[config.mk]
export PLATFORM = sky130hd
export DESIGN_NAME = stepper_ramp_step_generator_unit
export DESIGN_NICKNAME = d
export VERILOG_FILES = /design/src/rtl/srsg_pkg.sv /design/src/rtl/srsg_div.sv /design/src/rtl/stepper_ramp_step_generator_unit.sv
export SDC_FILE = /design/constraint.sdc
export NUM_CORES = 2
export LEC_CHECK = 0
export BUFFER_PORTS_ARGS = -buffer_cell sky130_fd_sc_hd__buf_2
export CAP_MARGIN = 25
export CORE_AREA = 2 2 359 361
export CTS_CLUSTER_DIAMETER = 80
export DETAILED_ROUTE_END_ITERATION = 10
export DIE_AREA = 0 0 361 363
export GPL_TIMING_DRIVEN = 0
export PLACE_DENSITY_LB_ADDON = 0.08
export SETUP_SLACK_MARGIN = 0.1
export SKIP_LAST_GASP = 1
export SYNTH_ARGS = -nofsm -noshare
export SYNTH_HDL_FRONTEND = slang
export SYNTH_SLANG_ARGS = --single-unit
[constraint.sdc]
create_clock -name clk -period 14.1 [get_ports clk]
set_input_delay 2.82 -clock clk [delete_from_list [all_inputs] [get_ports clk]]
set_output_delay 2.82 -clock clk [all_outputs]
set_load 0.02 [all_outputs]
[src/rtl/srsg_pkg.sv]
`timescale 1ns / 1ps
package srsg_pkg;

	localparam int unsigned REVERSE_PAUSE_US_DEF = 5000;
	localparam int unsigned POSITION_BITS_DEF    = 32;

	localparam int unsigned DIV_W   = 64;
	localparam int unsigned DEN_W   = 43;
	localparam int unsigned CNT_W   = 6;
	localparam int unsigned SPEED_W = 19;

	localparam logic [SPEED_W-1:0] SPEED_MIN_Q8   = 19'd256;
	localparam logic [SPEED_W-1:0] SPEED_MAX_Q8   = 19'd307200;
	localparam logic [33:0]        INTERVAL_NUM   = 34'd15360000000;
	localparam logic [DEN_W-1:0]   RAMP_DEN       = 43'd1000000;
	localparam logic [CNT_W-1:0]   RAMP_DIV_BITS  = 6'd56;
	localparam logic [CNT_W-1:0]   IVAL_DIV_BITS  = 6'd34;

	localparam logic [2:0] REG_TARGET = 3'd0;
	localparam logic [2:0] REG_ACCEL  = 3'd1;
	localparam logic [2:0] REG_STEPS  = 3'd2;
	localparam logic [2:0] REG_MICRO  = 3'd3;
	localparam logic [2:0] REG_FOREVR = 3'd4;
	localparam logic [2:0] REG_CW     = 3'd5;

	localparam logic OP_TICK = 1'b0;
	localparam logic OP_MOVE = 1'b1;

	typedef struct packed {
		logic               operation;
		logic [31:0]        now_us;
		logic signed [31:0] step_delta;
	} in_t;

	typedef struct packed {
		logic               step_pulse;
		logic               direction;
		logic               direction_changed;
		logic signed [31:0] position;
		logic [31:0]        interval_us;
	} out_t;

	typedef struct packed {
		logic             start;
		logic [DIV_W-1:0] num;
		logic [DEN_W-1:0] den;
		logic [CNT_W-1:0] nbits;
	} div_req_t;

	typedef struct packed {
		logic             busy;
		logic             done;
		logic [DIV_W-1:0] quo;
	} div_rsp_t;

endpackage

[src/rtl/srsg_div.sv]
`timescale 1ns / 1ps
module srsg_div
	import srsg_pkg::*;
(
	input  logic     clk,
	input  logic     arst_n,
	input  div_req_t req,
	output div_rsp_t rsp
);

	logic [DEN_W:0]   rem_q;
	logic [DIV_W-1:0] num_q;
	logic [DIV_W-1:0] quo_q;
	logic [DEN_W-1:0] den_q;
	logic [CNT_W-1:0] cnt_q;
	logic             busy_q;
	logic             done_q;
	logic [DEN_W:0]   rem_sh;
	logic             fit;

	assign rem_sh = {rem_q[DEN_W-1:0], num_q[DIV_W-1]};
	assign fit    = rem_sh >= {1'b0, den_q};

	always_ff @(posedge clk or negedge arst_n) begin
		if (!arst_n) begin
			busy_q <= 1'b0;
			done_q <= 1'b0;
			cnt_q  <= '0;
		end else begin
			done_q <= 1'b0;
			if (req.start) begin
				busy_q <= 1'b1;
				cnt_q  <= req.nbits;
			end else if (busy_q) begin
				cnt_q <= cnt_q - 1'b1;
				if (cnt_q == CNT_W'(1)) begin
					busy_q <= 1'b0;
					done_q <= 1'b1;
				end
			end
		end
	end

	always_ff @(posedge clk) begin
		if (req.start) begin
			rem_q <= '0;
			num_q <= req.num;
			quo_q <= '0;
			den_q <= req.den;
		end else if (busy_q) begin
			rem_q <= fit ? rem_sh - {1'b0, den_q} : rem_sh;
			num_q <= {num_q[DIV_W-2:0], 1'b0};
			quo_q <= {quo_q[DIV_W-2:0], fit};
		end
	end

	assign rsp.busy = busy_q;
	assign rsp.done = done_q;
	assign rsp.quo  = quo_q;

endmodule

[src/rtl/stepper_ramp_step_generator_unit.sv]
`timescale 1ns / 1ps
// channel   direction  handshake             payload
// in        input      in_valid / in_ready   in_data   (in_t)
// out       output     out_valid / out_ready out_data  (out_t)
// cfg       input      cfg_we                cfg_index, cfg_wdata
//
// A service tick holds the block from its transfer to the result through S_MP, S_IS, S_IW,
// S_MA, S_MB, S_VS, S_VW and S_FN, a move through S_MA to S_FN; the bit-serial divider sets
// the waits in S_IW and S_VW (56 quotient bits for the ramp step, 34 for the step interval).
// One item is in work at a time; a full result register holds the last step.
// Reset loads default configuration and state values and clears handshake flags; data registers load before use.
module stepper_ramp_step_generator_unit
	import srsg_pkg::*;
#(
	parameter int unsigned REVERSE_PAUSE_US = REVERSE_PAUSE_US_DEF,
	parameter int unsigned POSITION_BITS    = POSITION_BITS_DEF
) (
	input  logic        clk,
	input  logic        arst_n,
	input  logic        in_valid,
	output logic        in_ready,
	input  in_t         in_data,
	output logic        out_valid,
	input  logic        out_ready,
	output out_t        out_data,
	input  logic        cfg_we,
	input  logic [2:0]  cfg_index,
	input  logic [18:0] cfg_wdata
);

	localparam int unsigned PB = POSITION_BITS;
	localparam logic [31:0] PAUSE = 32'(REVERSE_PAUSE_US);

	localparam logic [3:0] S_IDLE = 4'd0;
	localparam logic [3:0] S_MP   = 4'd1;
	localparam logic [3:0] S_IS   = 4'd2;
	localparam logic [3:0] S_IW   = 4'd3;
	localparam logic [3:0] S_MA   = 4'd4;
	localparam logic [3:0] S_MB   = 4'd5;
	localparam logic [3:0] S_VS   = 4'd6;
	localparam logic [3:0] S_VW   = 4'd7;
	localparam logic [3:0] S_FN   = 4'd8;

	logic [3:0]  state_q;
	logic [18:0] target_q;
	logic [15:0] accel_q;
	logic [15:0] steps_q;
	logic [7:0]  micro_q;
	logic        forever_q;
	logic        cw_q;

	logic [18:0]   speed_q;
	logic [PB-1:0] goal_q;
	logic [PB-1:0] pos_q;
	logic [31:0]   last_step_q;
	logic [31:0]   last_tick_q;
	logic          tick_seen_q;
	logic          dir_q;
	logic          pause_q;

	logic          move_q;
	logic [31:0]   now_q;
	logic [31:0]   dt_q;
	logic [47:0]   prod_q;
	logic [34:0]   m1_q;
	logic [42:0]   den_q;
	logic [31:0]   iv_q;
	logic          out_valid_q;
	out_t          out_q;

	div_req_t div_req;
	div_rsp_t div_rsp;

	srsg_div u_div (
		.clk    (clk),
		.arst_n (arst_n),
		.req    (div_req),
		.rsp    (div_rsp)
	);

	always_comb begin
		div_req.start = (state_q == S_IS) || (state_q == S_VS);
		if (state_q == S_IS) begin
			div_req.num   = {prod_q, 16'b0};
			div_req.den   = RAMP_DEN;
			div_req.nbits = RAMP_DIV_BITS;
		end else begin
			div_req.num   = {INTERVAL_NUM, 30'b0};
			div_req.den   = den_q;
			div_req.nbits = IVAL_DIV_BITS;
		end
	end

	logic [18:0] tgt;
	logic [18:0] diff;
	logic [55:0] inc;
	assign tgt  = (target_q < SPEED_MIN_Q8) ? SPEED_MIN_Q8 :
		(target_q > SPEED_MAX_Q8) ? SPEED_MAX_Q8 : target_q;
	assign diff = (tgt >= speed_q) ? tgt - speed_q : speed_q - tgt;
	assign inc  = div_rsp.quo[55:0];

	logic [33:0] qv;
	logic [31:0] iv_c;
	assign qv   = div_rsp.quo[33:0];
	assign iv_c = (den_q == '0) ? 32'hFFFFFFFF : (qv[33:32] != 2'b0) ? 32'hFFFFFFFF :
		(qv == '0) ? 32'd1 : qv[31:0];

	logic        pause_hold;
	logic [31:0] ls_eff;
	logic        need;
	logic        due;
	logic        dir_new;
	logic        step_go;
	logic        flip_go;
	logic [PB-1:0] pos_nxt;
	logic [PB-1:0] pos_out;
	logic [63:0] pos_ext;
	logic signed [63:0] delta64;
	assign pause_hold = pause_q && ((now_q - last_step_q) < PAUSE);
	assign ls_eff     = pause_q ? last_step_q + PAUSE : last_step_q;
	assign need       = forever_q || (pos_q != goal_q);
	assign due        = need && ((now_q - ls_eff) >= iv_q);
	assign dir_new    = forever_q ? cw_q : ($signed(goal_q) > $signed(pos_q));
	assign step_go    = !move_q && !pause_hold && due && (dir_new == dir_q);
	assign flip_go    = !move_q && !pause_hold && due && (dir_new != dir_q);
	assign pos_nxt    = dir_new ? pos_q + 1'b1 : pos_q - 1'b1;
	assign pos_out    = step_go ? pos_nxt : pos_q;
	assign pos_ext    = 64'(pos_out);
	assign delta64    = 64'(in_data.step_delta);

	logic fin_go;
	assign fin_go = (state_q == S_FN) && (!out_valid_q || out_ready);

	always_ff @(posedge clk or negedge arst_n) begin
		if (!arst_n) begin
			target_q  <= 19'd15360;
			accel_q   <= 16'd600;
			steps_q   <= 16'd200;
			micro_q   <= 8'd16;
			forever_q <= 1'b0;
			cw_q      <= 1'b1;
		end else if (cfg_we) begin
			unique case (cfg_index)
				REG_TARGET: target_q  <= cfg_wdata;
				REG_ACCEL:  accel_q   <= cfg_wdata[15:0];
				REG_STEPS:  steps_q   <= cfg_wdata[15:0];
				REG_MICRO:  micro_q   <= cfg_wdata[7:0];
				REG_FOREVR: forever_q <= cfg_wdata[0];
				REG_CW:     cw_q      <= cfg_wdata[0];
				default: ;
			endcase
		end
	end

	always_ff @(posedge clk or negedge arst_n) begin
		if (!arst_n) begin
			state_q     <= S_IDLE;
			speed_q     <= 19'd15360;
			goal_q      <= '0;
			pos_q       <= '0;
			last_step_q <= '0;
			last_tick_q <= '0;
			tick_seen_q <= 1'b0;
			dir_q       <= 1'b1;
			pause_q     <= 1'b0;
			move_q      <= 1'b0;
			out_valid_q <= 1'b0;
		end else begin
			if (fin_go) out_valid_q <= 1'b1;
			else if (out_valid_q && out_ready) out_valid_q <= 1'b0;
			unique case (state_q)
				S_IDLE: begin
					if (in_valid) begin
						move_q <= in_data.operation;
						if (in_data.operation == OP_MOVE) begin
							goal_q  <= goal_q + delta64[PB-1:0];
							state_q <= S_MA;
						end else begin
							tick_seen_q <= 1'b1;
							last_tick_q <= in_data.now_us;
							state_q     <= S_MP;
						end
					end
				end
				S_MP: state_q <= S_IS;
				S_IS: state_q <= S_IW;
				S_IW: begin
					if (div_rsp.done) begin
						if (56'(diff) < inc) speed_q <= tgt;
						else if (tgt > speed_q) speed_q <= speed_q + inc[18:0];
						else if (tgt < speed_q) speed_q <= speed_q - inc[18:0];
						state_q <= S_MA;
					end
				end
				S_MA: state_q <= S_MB;
				S_MB: state_q <= S_VS;
				S_VS: state_q <= S_VW;
				S_VW: if (div_rsp.done) state_q <= S_FN;
				S_FN: begin
					if (fin_go) begin
						state_q <= S_IDLE;
						if (!move_q && !pause_hold) begin
							pause_q     <= flip_go;
							last_step_q <= due ? now_q : ls_eff;
							if (flip_go) begin
								dir_q   <= dir_new;
								speed_q <= '0;
							end
							if (step_go) pos_q <= pos_nxt;
						end
					end
				end
				default: state_q <= S_IDLE;
			endcase
		end
	end

	always_ff @(posedge clk) begin
		if (state_q == S_IDLE && in_valid) begin
			now_q <= in_data.now_us;
			dt_q  <= tick_seen_q ? in_data.now_us - last_tick_q : 32'd0;
		end
		if (state_q == S_MP) prod_q <= 48'(accel_q) * 48'(dt_q);
		if (state_q == S_MA) m1_q <= 35'(speed_q) * 35'(steps_q);
		if (state_q == S_MB) den_q <= 43'(m1_q) * 43'(micro_q);
		if (state_q == S_VW && div_rsp.done) iv_q <= iv_c;
		if (fin_go) begin
			out_q.interval_us       <= iv_q;
			out_q.position          <= pos_ext[31:0];
			out_q.direction         <= flip_go ? dir_new : dir_q;
			out_q.step_pulse        <= step_go;
			out_q.direction_changed <= flip_go;
		end
	end

	assign in_ready  = (state_q == S_IDLE);
	assign out_valid = out_valid_q;
	assign out_data  = out_q;

endmodule

Word level (Yosys, flattened, before mapping)
Index checks and enable logic that the tools add are counted.

operators by class
  eq/ne operators = 24
  add/subtract/negate cells = 13
  bitwise gates (word level) = 1
  reductions and logical operators = 38
  order comparisons = 10
  multipliers = 3
  muxes and demuxes = 38

operators with widths
  operator                count
  $mux 19                 10
  $mux 32                 5
  $mux 64                 2
  $mux 113                1
  $sub 32x32->32          3
  $sub 19x19->19          3
  $lt 19x56->1            1
  $mul 16x32->48          1
  $ge 44x43->1            1
  $logic_not 43->1        1
  $mul 35x8->43           1
  $mux 43                 1
  $sub 43x43->43          1
  $pmux 19 s2             1
  $pmux 4 s9              1
  $mul 19x16->35          1
  $logic_not 34->1        1
  $add 32x1->32 const B   1
  $add 32x13->32 const B  1
  $add 32x32->32          1
  $ge 32x32->1            1
  $gt 32x32->1            1
  $lt 32x13->1 const B    1
  $ne 32x32->1            1
  38 further kinds        85

word-level totals
  bits in registers = 720
  output and inout port bits = 69
  word-level logic and storage cells = 163

Longest topological paths before layout
  depth in word-level cells = 11
  gate-level depth with buffers = 35
  gate-level depth less buffers = 32

Modules after synthesis
Synthesis repeated with hierarchy kept, for this count alone.

second synthesis, totals
  cells, all modules = 8081
  area, all modules = 76570.9 µm²

modules (own cells, without submodules)
  module                            times used  cells an instance  sequential area each (µm²)  area an instance (µm²)
  stepper_ramp_step_generator_unit  1           7017               14131.1                     65546.6
  srsg_div                          1           1064               5555.3                      11024.3

Least setup slack after synthesis
OpenSTA, ideal clock, no wires.

  kind = flip-flop to flip-flop
  start = reg speed_q[13]
  end = reg m1_q[33], data pin
  arrival time = 6669 ps
  path buffers = 2
  setup slack = 7173 ps
  clock period less this slack = 6927 ps
  required time = 13842 ps
  cell stages (with the launch flop) = 26
  cells stage by stage = dfstp_2 clkbuf_1 clkbuf_1 nand2_1 fa_1 inv_1 fa_1 inv_1 fa_1 inv_1 fa_1 inv_1 fa_1 inv_1 fa_1 ha_1 and3_1 and4_1 a32o_1 a31o_2 a21oi_1 a211oi_1 or3_1 a31o_2 a21oi_1 xnor2_1

between the ends
  cells in the longest elaborated chain, start to end = 1

ends and longest elaborated chain
  item                    line                                     source
  from (decl)             stepper_ramp_step_generator_unit.sv:52   logic [18:0] speed_q;
  from (signal assigned)  stepper_ramp_step_generator_unit.sv:189  if (56'(diff) < inc) speed_q <= tgt;
  from (signal assigned)  stepper_ramp_step_generator_unit.sv:190  else if (tgt > speed_q) speed_q <= speed_q + inc[18:0];
  from (signal assigned)  stepper_ramp_step_generator_unit.sv:191  else if (tgt < speed_q) speed_q <= speed_q - inc[18:0];
  $mul 19x16->35          stepper_ramp_step_generator_unit.sv:224  if (state_q == S_MA) m1_q <= 35'(speed_q) * 35'(steps_q);
  to (signal assigned)    stepper_ramp_step_generator_unit.sv:224
  to (decl)               stepper_ramp_step_generator_unit.sv:65   logic [34:0] m1_q;

No other way between the ends.
A chain may end at the register's enable or synchronous reset.

Final worst setup path
  start = reg target_q[0]
  end = reg speed_q[9]

between the ends
  cells in the longest elaborated chain, start to end = 9
  elaborated cells on any way between the ends = 17
  those cells by class = add/sub: 2; order compare: 6; eq/ne: 1; mux: 7; reduce/logical: 1

ends and longest elaborated chain
  item                                                   line                                     source
  from (decl)                                            stepper_ramp_step_generator_unit.sv:45   logic [18:0] target_q;
  from (signal assigned)                                 stepper_ramp_step_generator_unit.sv:144  REG_TARGET: target_q <= cfg_wdata;
  $gt 19x19->1                                           stepper_ramp_step_generator_unit.sv:98   (target_q > SPEED_MAX_Q8) ? SPEED_MAX_Q8 : target_q;
  $mux 19                                                stepper_ramp_step_generator_unit.sv:98
  $mux 19 *                                              stepper_ramp_step_generator_unit.sv:97   assign tgt = (target_q < SPEED_MIN_Q8) ? SPEED_MIN_Q8 :
  $sub 19x19->19 / $ge 19x19->1 (equally long branches)  stepper_ramp_step_generator_unit.sv:99   assign diff = (tgt >= speed_q) ? tgt - speed_q : speed_q - tgt;
  $mux 19                                                stepper_ramp_step_generator_unit.sv:99
  $lt 19x56->1                                           stepper_ramp_step_generator_unit.sv:189
  $mux 19                                                stepper_ramp_step_generator_unit.sv:189
  $mux 19                                                stepper_ramp_step_generator_unit.sv:188  if (div_rsp.done) begin
  $pmux 19 s2                                            stepper_ramp_step_generator_unit.sv:171  unique case (state_q)

Mark *: on every way between the ends. The rest lies on a longest branch, timed or not. The select of a mux whose other input is x is not followed.

==> results.cfg <==
[critical_path]
criticalPathCategory = register to register
critPathRequiredTime_ns = 14.73
critPathSlowestCell = o21ai_1
crit_top_cell = o21ai_0
r2r_cells = 31
critPathMaxFanout = 10
critPathMaxStageDelay_ns = 0.76
end_kind = register
cp-start-kind = register
cp_data_arrival_time_ns = 9.91

[yosys]
synth-seq-area-share_pct = 25.2
ys_ff_latch = 704
synth_cell_types = 93
synth_edf_count = 380
synth_common_cells = inv_1, nand2_1, fa_1
netlist_area_um2 = 75700
synth_nets = 9531
avgSynthCellArea_um2 = 9.52
yosysTopAreaCell = fa_1
synth_top_area_share_pct = 22.7
async_flop_share_pct = 32.0
synth_ff_type = edfxtp_1
synth.most_common_cell = inv_1
synth.area.top_cells = fa_1, edfxtp_1, ha_1, dfrtp_1, inv_1
ys_warn_count = 0
synth_cells = 7956

[routing]
drt_first_pass_iters = 6
wire_per_inst_um = 20.8
via_count = 58500
drtIter0Drc = 5024
drt-total-wl_mm = 207
ant_nets = 0
vias_per_cell = 5.87
drt_drc_violations_left = 0

[global_routing]
grt.total_usage_pct = 32.1
grt_pass1_wl_mm = 329
grt_overflow = 0
grt_pass1_vias = 59200
antenna_found_initial = 12
grt_max_degree = 89

[sta]
finalSetupViolCount = 0
tns_ns = 0
fin_crit_sh_pct = 65.8
fin_worst_skew_ns = 0.0485
rsz0062_at_grt = false
report.final.slew_viol_count = 0
fin_crit_ns = 9.28
relSlewSlack_pct = 24.2
fmax_mhz = 108
tightest_slew_ns = 1.13
finalHoldViolations = 0
worst_hold_slack_ns = 0.449

[final_layout]
drive_gt1_share_pct = 7.08
n_fill_cell = 10600
design_area_um2 = 81900
fin_nets = 9794
final_util_pct = 64.5
area_growth_pct = 8.14

[floorplan]
rows = 131
die-height_um = 363
core_um2 = 127000
dieArea_um2 = 131000
ioPinCount = 161
initial_core_util_pct = 59.6
die_x_um = 361

[clock_network]
cts-root-buf = clkbuf_16
cts_hold_buf = 0
numCtsBuffers = 85
ctsLongestPathBuffers = 3
clkTransAtPathRegs_ns = 0.06
cts.sinks = 704
post_cts_buffers = 0
htree_levels = 3
post_cts_resized = 0
worstSkewPairLatency_ns = 0.72
cts_tree = built

[hold_path]
holdCritPathClass = register to register
min_path_cells = 0

[flow_run]
max_cap_viol_count = 0

[placement]
placed_area_um2 = 78900
place_hpwl_mm = 165
port_buffers = 160
gp_congestion = 0.951

[run_status]
status = completed
==> area by class of cell <==
type,instances,area [um2],area share (%)
Antenna cell,7,17.5,0.0214
Buffer,332,1320,1.61
Clock buffer,107,2300,2.81
Clock inverter,53,667,0.814
Inverter,1133,4250,5.19
Multi-Input combinational cell,5787,51100,62.4
Sequential cell,704,19000,23.3
Tap cell,1662,2080,2.54
Timing Repair Buffer,176,1060,1.30
==> kinds of logic (layout without fill, tap and decap cells) <==
kind of cell	Yosys count	after routing	synth area share, %
and+or+nand+nor	2348	2348	14.8
adders and majority gates	1485	1485	33.1
buffers and inverters	1465	1801	7.35
AOI/OAI and AO/OA	1353	1353	11.7
DFF	704	704	25.2
xor gates and xnor gates	332	332	3.84
muxes	269	269	4.10
other	0	7	0
==> layout by cell type, fill, tap and decap left out, drive strengths merged, types with 47 or more instances in the layout <==
| cell | count |
|---|---|
| dfxtp | 99 |
| nand2 | 1033 |
| nand4 | 67 |
| edfxtp | 380 |
| o21bai | 49 |
| nor2 | 332 |
| mux2 | 165 |
| inv | 1143 |
| nor2b | 55 |
| a31oi | 50 |
| buf | 200 |
| clkbuf | 415 |
| dfrtp | 207 |
| a211oi | 47 |
| o21a | 61 |
| nand2b | 77 |
| mux2i | 104 |
| nand3 | 84 |
| ha | 623 |
| xnor2 | 240 |
| a21o | 199 |
| o21ai | 271 |
| xor2 | 92 |
| a21oi | 354 |
| and2 | 422 |
| nor3 | 85 |
| fa | 860 |
==> final timing paths <==
path / start / end / slack [ns]
worst max-delay path: target_q[0] / speed_q[9] / 4.82
worst min-delay path: iv_q[10] / out_data[10] / 0.45
worst max register to register: target_q[0] / speed_q[9] / 4.82
worst min register to register: iv_q[10] / out_data[10] / 0.45
max in group asynchronous: arst_n / steps_q[7] / 10.67
min in group asynchronous: arst_n / goal_q[10] / 2.05
==> registers in the layout, indices dropped and copies added, names as in the netlist, 35 cells and up <==
signal	cells
u_div.num_q	48
u_div.rem_q	43
den_q	43
m1_q	35
out_data	67
prod_q	48
u_div.quo_q	56
u_div.den_q	43
==> through the flow <==
step	std cells	setup slack [ns]
CTS	9954	4.98
global route	9957	4.12
global placement	9778	5.25
floorplan	7956	7.17
detailed placement	9794	5.02
finish	9961	4.82
==> layer usage <==
metal | track usage [%] | wire, um | up-vias
li1 | - | - | 26900
met1 | 44.2 | 88500 | 28900
met2 | 51.1 | 94500 | 2148
met3 | 5.22 | 14900 | 491
met4 | 12.9 | 9260 | 10
met5 | 0 | 66 | -
==> critical path: cells and delay by family (launching register included) <==
kind / cells / cell delay (ns)
compound gates: 15 / 3.87
simple gates: 12 / 3.58
buf+inv: 2 / 0.71
fa+ha+maj: 2 / 0.60
flops: 1 / 0.40
Power is left out: the tool's default activity adds up to more than one toggle a clock period on the data nets, which glitch-free logic cannot reach.
